**config.mk**
```make
export PLATFORM = sky130hd
export DESIGN_NAME = aged_sequence_ring_queue_flat
export DESIGN_NICKNAME = d
export VERILOG_FILES = /design/src/rtl/core/asrq_pkg.sv /design/src/rtl/core/asrq_req_if.sv /design/src/rtl/core/asrq_rsp_if.sv /design/src/rtl/core/asrq_ram.sv /design/src/rtl/core/aged_sequence_ring_queue.sv /design/src/flat_wrapper.sv
export SDC_FILE = /design/constraint.sdc
export NUM_CORES = 1
export LEC_CHECK = 0
export ABC_AREA = 1
export BUFFER_PORTS_ARGS = -buffer_cell sky130_fd_sc_hd__buf_2
export CAP_MARGIN = 20
export CORE_ASPECT_RATIO = 0.8
export CORE_UTILIZATION = 35
export DETAILED_ROUTE_END_ITERATION = 16
export GPL_TIMING_DRIVEN = 1
export HOLD_SLACK_MARGIN = 0.05
export SYNTH_ARGS = -nofsm -noshare
export SYNTH_HDL_FRONTEND = slang
export SYNTH_HIERARCHICAL = 1
export SYNTH_SLANG_ARGS = --single-unit
```
**constraint.sdc**
```tcl
create_clock -name clk -period 21.2 [get_ports clk]
set_input_delay 1.06 -clock clk [delete_from_list [all_inputs] [get_ports clk]]
set_output_delay 1.06 -clock clk [all_outputs]
set_load 0.005 [all_outputs]
```
**src/rtl/core/asrq_pkg.sv**
```systemverilog
// ----------------------------------------------------------------------------
// asrq_pkg
// Shared types and constants for the aged sequence ring queue.
// ----------------------------------------------------------------------------
package asrq_pkg;

    localparam int CAPACITY_DEF = 4;
    localparam logic [15:0] AGE_LIMIT_RST = 16'd3;
    localparam logic [31:0] SEQ_MAX = 32'hFFFF_FFFF;

    typedef enum logic [1:0] {
        CMD_TICK    = 2'd0,
        CMD_PUBLISH = 2'd1,
        CMD_READ    = 2'd2,
        CMD_CLEAN   = 2'd3
    } cmd_t;

    typedef enum logic [3:0] {
        ST_TICK         = 4'd0,
        ST_ACCEPTED     = 4'd1,
        ST_FULL         = 4'd2,
        ST_EXHAUSTED    = 4'd3,
        ST_EXACT        = 4'd4,
        ST_SKIPPED      = 4'd5,
        ST_NOT_FOUND    = 4'd6,
        ST_REMOVED      = 4'd7,
        ST_NONE_REMOVED = 4'd8
    } status_t;

    typedef enum logic [1:0] {
        S_IDLE,
        S_SCAN,
        S_EMIT
    } fsm_t;

    typedef struct packed {
        logic [31:0] seq;
        logic [31:0] stamp;
        logic [15:0] pub_id;
        logic [31:0] payload;
    } entry_t;

    localparam int ENTRY_W = $bits(entry_t);

    typedef struct packed {
        status_t     status;
        logic [31:0] seq;
        logic [15:0] pub_id;
        logic [31:0] payload;
        logic [31:0] stamp;
    } result_t;

endpackage

```
**src/rtl/core/asrq_req_if.sv**
```systemverilog
// ----------------------------------------------------------------------------
// asrq_req_if
// Command channel: valid/ready handshake carrying one queue command.
// ----------------------------------------------------------------------------
interface asrq_req_if;
    logic        valid;
    logic        ready;
    logic [1:0]  cmd;
    logic [15:0] pub_id;
    logic [31:0] payload;
    logic [31:0] last_seq;

    modport source (output valid, output cmd, output pub_id, output payload,
                    output last_seq, input ready);
    modport sink   (input valid, input cmd, input pub_id, input payload,
                    input last_seq, output ready);
endinterface

```
**src/rtl/core/asrq_rsp_if.sv**
```systemverilog
// ----------------------------------------------------------------------------
// asrq_rsp_if
// Result channel: valid/ready handshake carrying one command result.
// ----------------------------------------------------------------------------
interface asrq_rsp_if;
    logic        valid;
    logic        ready;
    logic [3:0]  status;
    logic [31:0] out_seq;
    logic [15:0] out_pub_id;
    logic [31:0] out_payload;
    logic [31:0] out_stamp;

    modport source (output valid, output status, output out_seq, output out_pub_id,
                    output out_payload, output out_stamp, input ready);
    modport sink   (input valid, input status, input out_seq, input out_pub_id,
                    input out_payload, input out_stamp, output ready);
endinterface

```
**src/rtl/core/asrq_ram.sv**
```systemverilog
// ----------------------------------------------------------------------------
// asrq_ram
// Generic single-write, single-read RAM with registered read data.
// ----------------------------------------------------------------------------
module asrq_ram #(
    parameter int WIDTH = 8,
    parameter int DEPTH = 4
) (
    input  logic                     clk,
    input  logic                     we,
    input  logic [$clog2(DEPTH)-1:0] waddr,
    input  logic [WIDTH-1:0]         wdata,
    input  logic [$clog2(DEPTH)-1:0] raddr,
    output logic [WIDTH-1:0]         rdata
);

    logic [WIDTH-1:0] mem [DEPTH];

    always_ff @(posedge clk)
    begin
        if (we)
        begin
            mem[waddr] <= wdata;
        end
        rdata <= mem[raddr];
    end

endmodule

```
**src/rtl/core/aged_sequence_ring_queue.sv**
```systemverilog
// ----------------------------------------------------------------------------
// aged_sequence_ring_queue
// Bounded FIFO of sequence-stamped entries with read-next and age eviction.
// ----------------------------------------------------------------------------
// One command is taken at a time and gives one result transaction. Tick and
// publish go from accept straight to the emit state. Read examines entries from
// the oldest until one has a sequence number above last_seq or all are examined;
// clean evicts entries from the oldest while their age reaches the age limit and
// stops at the first younger entry or when the queue empties. Read or clean on
// an empty queue goes straight to emit. The result register is loaded as emit
// returns to idle. Read and clean walk the entry RAM one entry per cycle through
// its single registered read port. The result register lets the next command be
// accepted while a result still waits to be taken; that command then holds in
// its emit state until the waiting result is taken. The entry RAM needs no
// clearing pass; only entries inside the fill are read.
module aged_sequence_ring_queue
#(
    parameter int CAPACITY = asrq_pkg::CAPACITY_DEF
) (
    input  logic        clk,
    input  logic        rst_n,
    asrq_req_if.sink    req,
    asrq_rsp_if.source  rsp,
    input  logic        cfg_we,
    input  logic [15:0] cfg_wdata
);

    import asrq_pkg::*;

    localparam int PTR_W = $clog2(CAPACITY);
    localparam int CNT_W = $clog2(CAPACITY + 1);
    localparam int SUM_W = CNT_W + 1;
    localparam logic [PTR_W-1:0] PTR_LAST = PTR_W'(CAPACITY - 1);
    localparam logic [CNT_W-1:0] CNT_CAP  = CNT_W'(CAPACITY);
    localparam logic [SUM_W-1:0] SUM_CAP  = SUM_W'(CAPACITY);

    fsm_t              state_reg, state_next;
    cmd_t              cmd_reg, cmd_next;
    logic [31:0]       last_seq_reg, last_seq_next;
    logic [CNT_W-1:0]  fill_reg, fill_next;
    logic [PTR_W-1:0]  oldest_reg, oldest_next;
    logic [31:0]       seq_reg, seq_next;
    logic [31:0]       now_reg, now_next;
    logic [15:0]       age_limit_reg, age_limit_next;
    logic [PTR_W-1:0]  scan_ptr_reg, scan_ptr_next;
    logic [CNT_W-1:0]  scan_idx_reg, scan_idx_next;
    logic              removed_reg, removed_next;
    result_t           res_reg, res_next;
    logic              out_valid_reg, out_valid_next;
    result_t           out_reg, out_next;

    logic               ram_we;
    logic [PTR_W-1:0]   ram_waddr;
    logic [ENTRY_W-1:0] ram_wdata;
    logic [PTR_W-1:0]   ram_raddr;
    logic [ENTRY_W-1:0] ram_rdata;

    entry_t             rd_entry;
    entry_t             wr_entry;
    logic [SUM_W-1:0]   pub_sum;
    logic [PTR_W-1:0]   pub_slot;
    logic [PTR_W-1:0]   scan_nxt;
    logic [32:0]        target;
    logic [31:0]        age;

    function automatic logic [PTR_W-1:0] wrap_inc(input logic [PTR_W-1:0] p);
        logic [PTR_W-1:0] r;
        r = (p == PTR_LAST) ? '0 : p + PTR_W'(1);
        return r;
    endfunction

    asrq_ram #(
        .WIDTH (ENTRY_W),
        .DEPTH (CAPACITY)
    ) u_entries (
        .clk   (clk),
        .we    (ram_we),
        .waddr (ram_waddr),
        .wdata (ram_wdata),
        .raddr (ram_raddr),
        .rdata (ram_rdata)
    );

    assign rd_entry = entry_t'(ram_rdata);
    assign pub_sum  = SUM_W'(oldest_reg) + SUM_W'(fill_reg);
    assign pub_slot = (pub_sum >= SUM_CAP) ? PTR_W'(pub_sum - SUM_CAP) : PTR_W'(pub_sum);
    assign scan_nxt = wrap_inc(scan_ptr_reg);
    // last_seq of all ones targets 2^32, beyond any stored number
    assign target   = {1'b0, last_seq_reg} + 33'd1;
    assign age      = now_reg - rd_entry.stamp;

    always_comb
    begin
        wr_entry.seq     = seq_reg + 32'd1;
        wr_entry.stamp   = now_reg;
        wr_entry.pub_id  = req.pub_id;
        wr_entry.payload = req.payload;
    end

    always_comb
    begin
        state_next     = state_reg;
        cmd_next       = cmd_reg;
        last_seq_next  = last_seq_reg;
        fill_next      = fill_reg;
        oldest_next    = oldest_reg;
        seq_next       = seq_reg;
        now_next       = now_reg;
        age_limit_next = cfg_we ? cfg_wdata : age_limit_reg;
        scan_ptr_next  = scan_ptr_reg;
        scan_idx_next  = scan_idx_reg;
        removed_next   = removed_reg;
        res_next       = res_reg;
        out_next       = out_reg;
        out_valid_next = out_valid_reg && !rsp.ready;
        req.ready      = (state_reg == S_IDLE);
        ram_we         = 1'b0;
        ram_waddr      = pub_slot;
        ram_wdata      = wr_entry;
        ram_raddr      = oldest_reg;

        unique case (state_reg)
            S_IDLE:
            begin
                if (req.valid)
                begin
                    cmd_next      = cmd_t'(req.cmd);
                    last_seq_next = req.last_seq;
                    scan_ptr_next = oldest_reg;
                    scan_idx_next = '0;
                    removed_next  = 1'b0;
                    res_next      = '0;
                    state_next    = S_EMIT;
                    unique case (cmd_t'(req.cmd))
                        CMD_TICK:
                        begin
                            now_next        = now_reg + 32'd1;
                            res_next.status = ST_TICK;
                        end
                        CMD_PUBLISH:
                        begin
                            priority if (fill_reg >= CNT_CAP)
                            begin
                                res_next.status = ST_FULL;
                            end
                            else if (seq_reg == SEQ_MAX)
                            begin
                                res_next.status = ST_EXHAUSTED;
                            end
                            else
                            begin
                                ram_we           = 1'b1;
                                seq_next         = wr_entry.seq;
                                fill_next        = fill_reg + CNT_W'(1);
                                res_next.status  = ST_ACCEPTED;
                                res_next.seq     = wr_entry.seq;
                                res_next.pub_id  = wr_entry.pub_id;
                                res_next.payload = wr_entry.payload;
                                res_next.stamp   = wr_entry.stamp;
                            end
                        end
                        CMD_READ:
                        begin
                            if (fill_reg == '0)
                            begin
                                res_next.status = ST_NOT_FOUND;
                            end
                            else
                            begin
                                state_next = S_SCAN;
                            end
                        end
                        CMD_CLEAN:
                        begin
                            if (fill_reg == '0)
                            begin
                                res_next.status = ST_NONE_REMOVED;
                            end
                            else
                            begin
                                state_next = S_SCAN;
                            end
                        end
                        default:
                        begin
                            state_next = S_IDLE;
                        end
                    endcase
                end
            end

            S_SCAN:
            begin
                // ram_rdata holds the entry at scan_ptr_reg
                if (cmd_reg == CMD_READ)
                begin
                    if ({1'b0, rd_entry.seq} >= target)
                    begin
                        res_next.status  = ({1'b0, rd_entry.seq} == target) ? ST_EXACT
                                                                            : ST_SKIPPED;
                        res_next.seq     = rd_entry.seq;
                        res_next.pub_id  = rd_entry.pub_id;
                        res_next.payload = rd_entry.payload;
                        res_next.stamp   = rd_entry.stamp;
                        state_next       = S_EMIT;
                    end
                    else if (scan_idx_reg + CNT_W'(1) == fill_reg)
                    begin
                        res_next.status = ST_NOT_FOUND;
                        state_next      = S_EMIT;
                    end
                    else
                    begin
                        scan_ptr_next = scan_nxt;
                        scan_idx_next = scan_idx_reg + CNT_W'(1);
                        ram_raddr     = scan_nxt;
                    end
                end
                else
                begin
                    if (age >= {16'd0, age_limit_reg})
                    begin
                        oldest_next  = scan_nxt;
                        fill_next    = fill_reg - CNT_W'(1);
                        removed_next = 1'b1;
                        if (fill_reg == CNT_W'(1))
                        begin
                            res_next.status = ST_REMOVED;
                            state_next      = S_EMIT;
                        end
                        else
                        begin
                            scan_ptr_next = scan_nxt;
                            ram_raddr     = scan_nxt;
                        end
                    end
                    else
                    begin
                        res_next.status = removed_reg ? ST_REMOVED : ST_NONE_REMOVED;
                        state_next      = S_EMIT;
                    end
                end
            end

            S_EMIT:
            begin
                if (!out_valid_reg || rsp.ready)
                begin
                    out_next       = res_reg;
                    out_valid_next = 1'b1;
                    state_next     = S_IDLE;
                end
            end

            default:
            begin
                state_next = S_IDLE;
            end
        endcase
    end

    always_ff @(posedge clk or negedge rst_n)
    begin
        if (!rst_n)
        begin
            state_reg     <= S_IDLE;
            fill_reg      <= '0;
            oldest_reg    <= '0;
            seq_reg       <= '0;
            now_reg       <= '0;
            age_limit_reg <= AGE_LIMIT_RST;
            out_valid_reg <= 1'b0;
        end
        else
        begin
            state_reg     <= state_next;
            fill_reg      <= fill_next;
            oldest_reg    <= oldest_next;
            seq_reg       <= seq_next;
            now_reg       <= now_next;
            age_limit_reg <= age_limit_next;
            out_valid_reg <= out_valid_next;
        end
    end

    always_ff @(posedge clk)
    begin
        cmd_reg      <= cmd_next;
        last_seq_reg <= last_seq_next;
        scan_ptr_reg <= scan_ptr_next;
        scan_idx_reg <= scan_idx_next;
        removed_reg  <= removed_next;
        res_reg      <= res_next;
        out_reg      <= out_next;
    end

    assign rsp.valid       = out_valid_reg;
    assign rsp.status      = out_reg.status;
    assign rsp.out_seq     = out_reg.seq;
    assign rsp.out_pub_id  = out_reg.pub_id;
    assign rsp.out_payload = out_reg.payload;
    assign rsp.out_stamp   = out_reg.stamp;

`ifndef ASSERT_OFF
    a_fill_bound: assert property (@(posedge clk) disable iff (!rst_n)
        fill_reg <= CNT_CAP)
        else $error("fill count exceeds capacity");

    a_oldest_bound: assert property (@(posedge clk) disable iff (!rst_n)
        oldest_reg <= PTR_LAST)
        else $error("oldest pointer out of range");

    a_scan_in_fill: assert property (@(posedge clk) disable iff (!rst_n)
        (state_reg == S_SCAN) |-> (scan_idx_reg < fill_reg))
        else $error("scan beyond the filled entries");

    a_seq_step: assert property (@(posedge clk) disable iff (!rst_n)
        ##1 (seq_reg == $past(seq_reg) || seq_reg == $past(seq_reg) + 32'd1))
        else $error("sequence counter jumped");
`endif

endmodule
```
**src/flat_wrapper.sv**
```systemverilog
// flat-port wrapper written by rule: the top's interface ports become plain ports
module aged_sequence_ring_queue_flat import asrq_pkg::*;
#(
    parameter int CAPACITY = asrq_pkg::CAPACITY_DEF
)
  (clk, rst_n, cfg_we, cfg_wdata, req_valid, req_cmd, req_pub_id, req_payload, req_last_seq, req_ready, rsp_valid, rsp_status, rsp_out_seq, rsp_out_pub_id, rsp_out_payload, rsp_out_stamp, rsp_ready);
  asrq_req_if req_i ();
  asrq_rsp_if rsp_i ();
  input  logic clk;
  input  logic rst_n;
  input  logic cfg_we;
  input  logic [15:0] cfg_wdata;
  input wire logic [$bits(req_i.valid)-1:0] req_valid;
  input wire logic [$bits(req_i.cmd)-1:0] req_cmd;
  input wire logic [$bits(req_i.pub_id)-1:0] req_pub_id;
  input wire logic [$bits(req_i.payload)-1:0] req_payload;
  input wire logic [$bits(req_i.last_seq)-1:0] req_last_seq;
  output wire logic [$bits(req_i.ready)-1:0] req_ready;
  output wire logic [$bits(rsp_i.valid)-1:0] rsp_valid;
  output wire logic [$bits(rsp_i.status)-1:0] rsp_status;
  output wire logic [$bits(rsp_i.out_seq)-1:0] rsp_out_seq;
  output wire logic [$bits(rsp_i.out_pub_id)-1:0] rsp_out_pub_id;
  output wire logic [$bits(rsp_i.out_payload)-1:0] rsp_out_payload;
  output wire logic [$bits(rsp_i.out_stamp)-1:0] rsp_out_stamp;
  input wire logic [$bits(rsp_i.ready)-1:0] rsp_ready;
  assign req_i.valid = req_valid;
  assign req_i.cmd = req_cmd;
  assign req_i.pub_id = req_pub_id;
  assign req_i.payload = req_payload;
  assign req_i.last_seq = req_last_seq;
  assign req_ready = req_i.ready;
  assign rsp_valid = rsp_i.valid;
  assign rsp_status = rsp_i.status;
  assign rsp_out_seq = rsp_i.out_seq;
  assign rsp_out_pub_id = rsp_i.out_pub_id;
  assign rsp_out_payload = rsp_i.out_payload;
  assign rsp_out_stamp = rsp_i.out_stamp;
  assign rsp_i.ready = rsp_ready;
  aged_sequence_ring_queue #(.CAPACITY(CAPACITY)) u_core (.clk(clk), .rst_n(rst_n), .req(req_i), .rsp(rsp_i), .cfg_we(cfg_we), .cfg_wdata(cfg_wdata));
endmodule
```
* After elaboration in Yosys (flattened, before gate mapping)
Memories as Yosys holds them, arrays and structs flattened. A register that Yosys moved wholly into a read port is not among the register bits.
Cells that the tools add are included.
Widths: inputs -> output; s select.
** Word-level totals
- Output and inout port bits :: 118
- Register bits :: 360
- Logic and storage cells :: 158
- Memories :: 1
- Bits of input ports :: 103
- Memory bits (writable) :: 448
** Memories
- u_core.u_entries.mem :: words 4, width 112, rd ports 1, clocked after Yosys merged registers in 1, wr ports 1, line asrq_ram.sv:17 : logic [WIDTH-1:0] mem [DEPTH];
** Operators by class
- Magnitude comparators :: 4
- Reductions and logical operators :: 21
- Multiplexer cells :: 69
- Add/sub/neg operators :: 10
- Equal/unequal tests :: 28
- Bitwise operators :: 3
** Operators by type and width (number)
- $mux 112 :: 5
- $pmux 116 s2 :: 1
- $mux 116 :: 1
- $add 32x1->32 const B :: 2
- $mux 2 :: 24
- $add 32x1->33 const B :: 1
- $eq 32x33->1 :: 1
- $ge 32x33->1 :: 1
- $mux 3 :: 11
- $eq 32x32->1 const B :: 1
- $ge 32x16->1 :: 1
- $mux 4 :: 8
- $sub 32x32->32 :: 1
- $pmux 4 s4 :: 1
- $reduce_and 4->1 :: 4
- $mux 1 :: 13
- $ne 2x2->1 const B :: 6
- $pmux 3 s2 :: 2
- $eq 2x2->1 const B :: 5
- $ne 2x1->1 const B :: 5
- $reduce_and 5->1 :: 2
- $reduce_and 7->1 :: 1
- $add 3x1->3 const B :: 2
- $ne 3x3->1 const B :: 2
- 27 further kinds :: 34

* Longest topological paths before layout
- Word-level depth :: 8
- Depth in mapped cells :: 33
- Gate-level depth less buffers :: 30

* Modules after synthesis
Netlist, hierarchy kept.
** Modules (own cells, without submodules)
- asrq_ram :: sequential area each 15695.1 um2, cells each 1875, area an instance 21069.0 um2, instances 1
- aged_sequence_ring_queue :: sequential area each 10372.4 um2, cells each 1950, area an instance 18815.5 um2, instances 1

* Worst setup path after synthesis
Ideal clock, no wire load.
- Path kind :: register to register
- Start point :: register u_core.seq_reg[0]
- End point :: memory u_core/u_entries/mem[2][0] (netlist name), enable pin
- Path buffers :: 1
- Cell stages (with the launch flop) :: 16
- Slack :: 10872 ps
- Clock period less this slack :: 10328 ps
- Arrival time :: 9607 ps
- Data required time :: 20479 ps
- Path through :: dfrtp_1 ha_1 nand3_1 nor3_2 nand3_2 nor2_2 nand4_2 nor2_1 nand2_1 nor2_2 nor2_2 nand2_2 nor2_2 buf_2 inv_1 nor3_1
** On the way
- Word-level cells in the longest chain between the ends :: 8
** RTL lines
- start, declared :: line aged_sequence_ring_queue.sv:42 : logic [31:0] seq_reg, seq_next;
- start signal, assigned :: line aged_sequence_ring_queue.sv:279 : seq_reg <= seq_next;
- $eq 32x32->1 :: line aged_sequence_ring_queue.sv:146 : else if (seq_reg == SEQ_MAX)
- $mux 1 :: line aged_sequence_ring_queue.sv:146
- $mux 1 :: line aged_sequence_ring_queue.sv:142 : priority if (fill_reg >= CNT_CAP)
- $mux 1 :: line aged_sequence_ring_queue.sv:134 : unique case (cmd_t'(req.cmd))
- $mux 1 :: line aged_sequence_ring_queue.sv:125 : if (req.valid)
- $mux 1 :: line aged_sequence_ring_queue.sv:122 : unique case (state_reg)
- net u_core.ram_we :: line aged_sequence_ring_queue.sv:52 : logic ram_we;
- $mux 1 :: line asrq_ram.sv:21 : if (we)
- $mux 1 (not written as such) :: line asrq_ram.sv:23 : mem[waddr] <= wdata;
- end, declared :: line asrq_ram.sv:17
The timed path passes the listed nets, and every way through them passes these cells.

* Worst setup path in the final report
- Start point :: register u_core.now_reg[0]
- End point :: register u_core.u_entries.rdata[69], read port of u_core.u_entries.mem
** On the way
- Word-level cells in the longest chain between the ends :: 5
** RTL lines
- start, declared :: line aged_sequence_ring_queue.sv:43 : logic [31:0] now_reg, now_next;
- start signal, assigned :: line aged_sequence_ring_queue.sv:280 : now_reg <= now_next;
- $sub 32x32->32 :: line aged_sequence_ring_queue.sv:90 : assign age = now_reg - rd_entry.stamp;
- $ge 32x16->1 :: line aged_sequence_ring_queue.sv:221 : if (age >= {16'd0, age_limit_reg})
- $mux 2 :: line aged_sequence_ring_queue.sv:221
- $mux 2 :: line aged_sequence_ring_queue.sv:195 : if (cmd_reg == CMD_READ)
- $mux 2 :: line aged_sequence_ring_queue.sv:122
- net u_core.ram_raddr[0] :: line aged_sequence_ring_queue.sv:55 : logic [PTR_W-1:0] ram_raddr;
- end, declared :: line asrq_ram.sv:14 : output logic [WIDTH-1:0] rdata
The timed path passes the listed nets, and every way through them passes these cells.
A chain may end at the register's enable or synchronous reset.

==> flow_summary.yaml <==
yosys:
  syn_area_um2: 39880
  synth_top_flop_cell: "edfxtp_1"
  syn_area_per_cell_um2: 10.43
  synth-seq-cells: 920
  synth_cell_types: 51
  synth-edff-count: 720
  synth_fp_nets: 4018
  async_flop_share_pct: 9.565
  ys_seq_area_share_pct: 65.36
  postSynthCellCount: 3825
  yosysWarnings: 6
routing:
  postRouteAntennaNets: 0
  first_iter_violations: 2091
  vias: 26200
  wl_per_cell_um: 17.15
  routed_wl_mm: 96.97
  dr.pass1.iters: 5
  drt-vias-per-instance: 4.634
  remaining_drc_errors: 0
setup_path:
  crit_required_ns: 21.73
  reg2reg_from: "u_core/now_reg[0]"
  crit_top_cell: "nand2_1"
  startpoint_type: "flip-flop"
  reg2regPathDepth: 31
  arrival_ns: 7.42
  worst_path_max_delay_cell: "buf_4"
  critPathCaptureType: "flip-flop"
  slowest_delay_ns: 0.94
  cp_max_fo: 133
  critical_path_class: "reg -> reg"
  r2r_setup_slack_ns: 14.30
  timing.rr.end: "u_core/u_entries/rdata[69]"
die:
  dieArea_um2: 115300
  fp.dieW_um: 379.4
  pin_count: 221
  num_rows: 110
  initial_core_util_pct: 35.38
  core_area_um2: 112700
  die_y_um: 303.9
cts:
  cts_tree: "done"
  htreeDepth: 3
  clk_path_buf_depth: 3
  clock_sinks: 920
  root_buffer: "clkbuf_16"
  cts_setup_buffers: 0
  cts_made_buffers: 96
  clock_latency_ns: 0.66
  clk_pin_slew_worst_paths_ns: 0.06
  cts_hold_buf: 0
  post_cts_resized: 0
grt:
  grt_max_degree: 134
  grt_pass1_vias: 25080
  antenna_found_initial: 7
  track_usage_pct: 16.70
  grt-ovfl-total: 0
  grt_pass1_wl_mm: 148.3
timing:
  worstMarginPinSlew_ns: 1.142
  fin_crit_sh_pct: 32.53
  period_needed_ns: 6.896
  slew_violations: 0
  slew_headroom_pct: 23.87
  rsz0062_at_grt: "no"
  tns_ns: 0
  fin_skew_ns: 0.02588
  setup_viol: 0
  max_freq_mhz: 145.0
  hold_viol_final: 0
finish:
  final-instance-count-excl-fill: 5653
  layout_commonest_cell: "nand2_1"
  largest_register_ffs: 448
  final_cell_mix: "1026 x nand2_1, 765 x inv_1, 720 x edfxtp_1, 305 x nand3_1, 219 x buf_2"
  final_layout_size_suffix_gt1_share_pct: 10.70
  fin_area_um2: 45750
  synthToLayoutAreaGrowth_pct: 14.71
  nets: 4251
  fin_util_pct: 40.59
place:
  routabilityCongestion: 0.9182
  hpwlAfterDp_mm: 60.99
  port_buffers: 220
  dpl_cell_area_um2: 42570
  dp_cells: 5472
outcome:
  outcome: "finished, final reports clean"
hold_path:
  hold_path.class: "in -> async"
pwr:
  power.density_nw_per_um2: 136.6
  leakagePower_nw: 20.30
  power_mw: 6.248
  irDropWorstVdd_mv: 0.09573
flow_run:
  drv_cap: 0
## cell usage after synthesis, types with 2 or more instances
library cell	count	area share (%)
a211oi_1	3	0.056
a21oi_1	41	0.51
a22oi_1	2	0.038
a32o_1	50	1.3
and2_1	5	0.078
and3_1	4	0.063
buf_1	2	0.019
buf_2	61	0.77
buf_4	21	0.40
buf_6	3	0.085
clkbuf_1	27	0.25
dfrtp_1	86	5.4
dfstp_2	2	0.13
dfxtp_1	112	5.6
edfxtp_1	720	54
ha_1	89	2.8
inv_1	765	7.2
inv_2	6	0.056
nand2_1	1029	9.7
nand2_2	4	0.063
nand3_1	305	3.8
nand3_2	2	0.050
nand3b_1	8	0.15
nand4_1	36	0.56
nand4_2	2	0.063
nor2_1	112	1.1
nor2_2	9	0.14
nor2_4	2	0.056
nor3_1	38	0.48
nor3_2	8	0.20
nor3_4	2	0.082
nor3b_1	2	0.038
nor4_1	12	0.19
o21ai_0	73	0.92
o21ai_1	34	0.43
o21bai_1	4	0.075
o22ai_1	21	0.33
o31ai_1	5	0.094
or2_2	2	0.031
xnor2_1	19	0.42
xor2_1	87	1.9
## report_power, final
group	switching (mW)	leakage [nW]	internal, mW
registers	0.181	8.36	2.46
logic	1.35	10.4	0.570
clock network	0.693	1.54	0.995
## metal layers
metal	share of wire (%)	vias up	GRT usage (%)	wire (um)
met2	45	690	26.23	43310
met4	1.6	2	3.629	1540
li1	-	12890	-	-
met5	0.013	-	0	13
met3	5.8	111	2.487	5645
met1	48	12500	24.33	46460
## per-stage QoR
step | hold slack (ns) | worst slack [ns]
5_1_grt | 0.3286 | 13.65
3_3_place_gp | 0.4007 | 14.62
6_report | 0.3273 | 14.30
4_1_cts | 0.2970 | 14.37
2_1_floorplan | 0.4003 | 10.87
3_5_place_dp | 0.4045 | 14.41
## kinds of logic after synthesis
family                     Yosys count  synth area share (%)
and+or+nand+nor                   1582                 16.81
buffers and inverters              886                 8.790
xor gates and xnor gates           106                 2.328
muxes                                1               0.02823
AOI/OAI and AO/OA                  240                 3.843
DFF                                920                 65.36
adders and majority gates           90                 2.842
## layout make-up
type / instances / area, um2
timing repair buffer: 249 / 1321
sequential: 920 / 26070
fill: 10720 / 66970
antenna: 2 / 5.005
clock inverter: 48 / 495.5
multi-input combinational: 2019 / 10390
tap: 1512 / 1892
clock buffer: 131 / 2678
inverter: 772 / 2905
## worst max path at each step
stage                                       from                          to  slack [ns]  depth (start not counted)
after floorplan                u_core/seq_reg[0]  u_core/u_entries/mem[2][0]       10.87                         15
after global routing           u_core/now_reg[0]  u_core/u_entries/rdata[92]       13.65                         31
after global placement    u_core/last_seq_reg[2]  u_core/u_entries/rdata[89]       14.62                         27
after CTS                      u_core/now_reg[0]  u_core/u_entries/rdata[84]       14.37                         31
final                          u_core/now_reg[0]  u_core/u_entries/rdata[69]       14.30                         31
after detailed placement       u_core/now_reg[0]  u_core/u_entries/rdata[84]       14.41                         31
## critical path: cells and delay by family, from the launching register on
| kind | cells | cell delay, ns |
|---|---|---|
| flip-flops | 1 | 0.50 |
| AND/OR/NAND/NOR | 21 | 2.68 |
| adder cells (fa/ha/maj) | 3 | 0.84 |
| buffers and inverters | 4 | 2.04 |
| AO/OA/AOI/OAI | 2 | 0.34 |
| XOR/XNOR | 1 | 0.08 |
No activity file was read; power rests on OpenSTA's default activity.
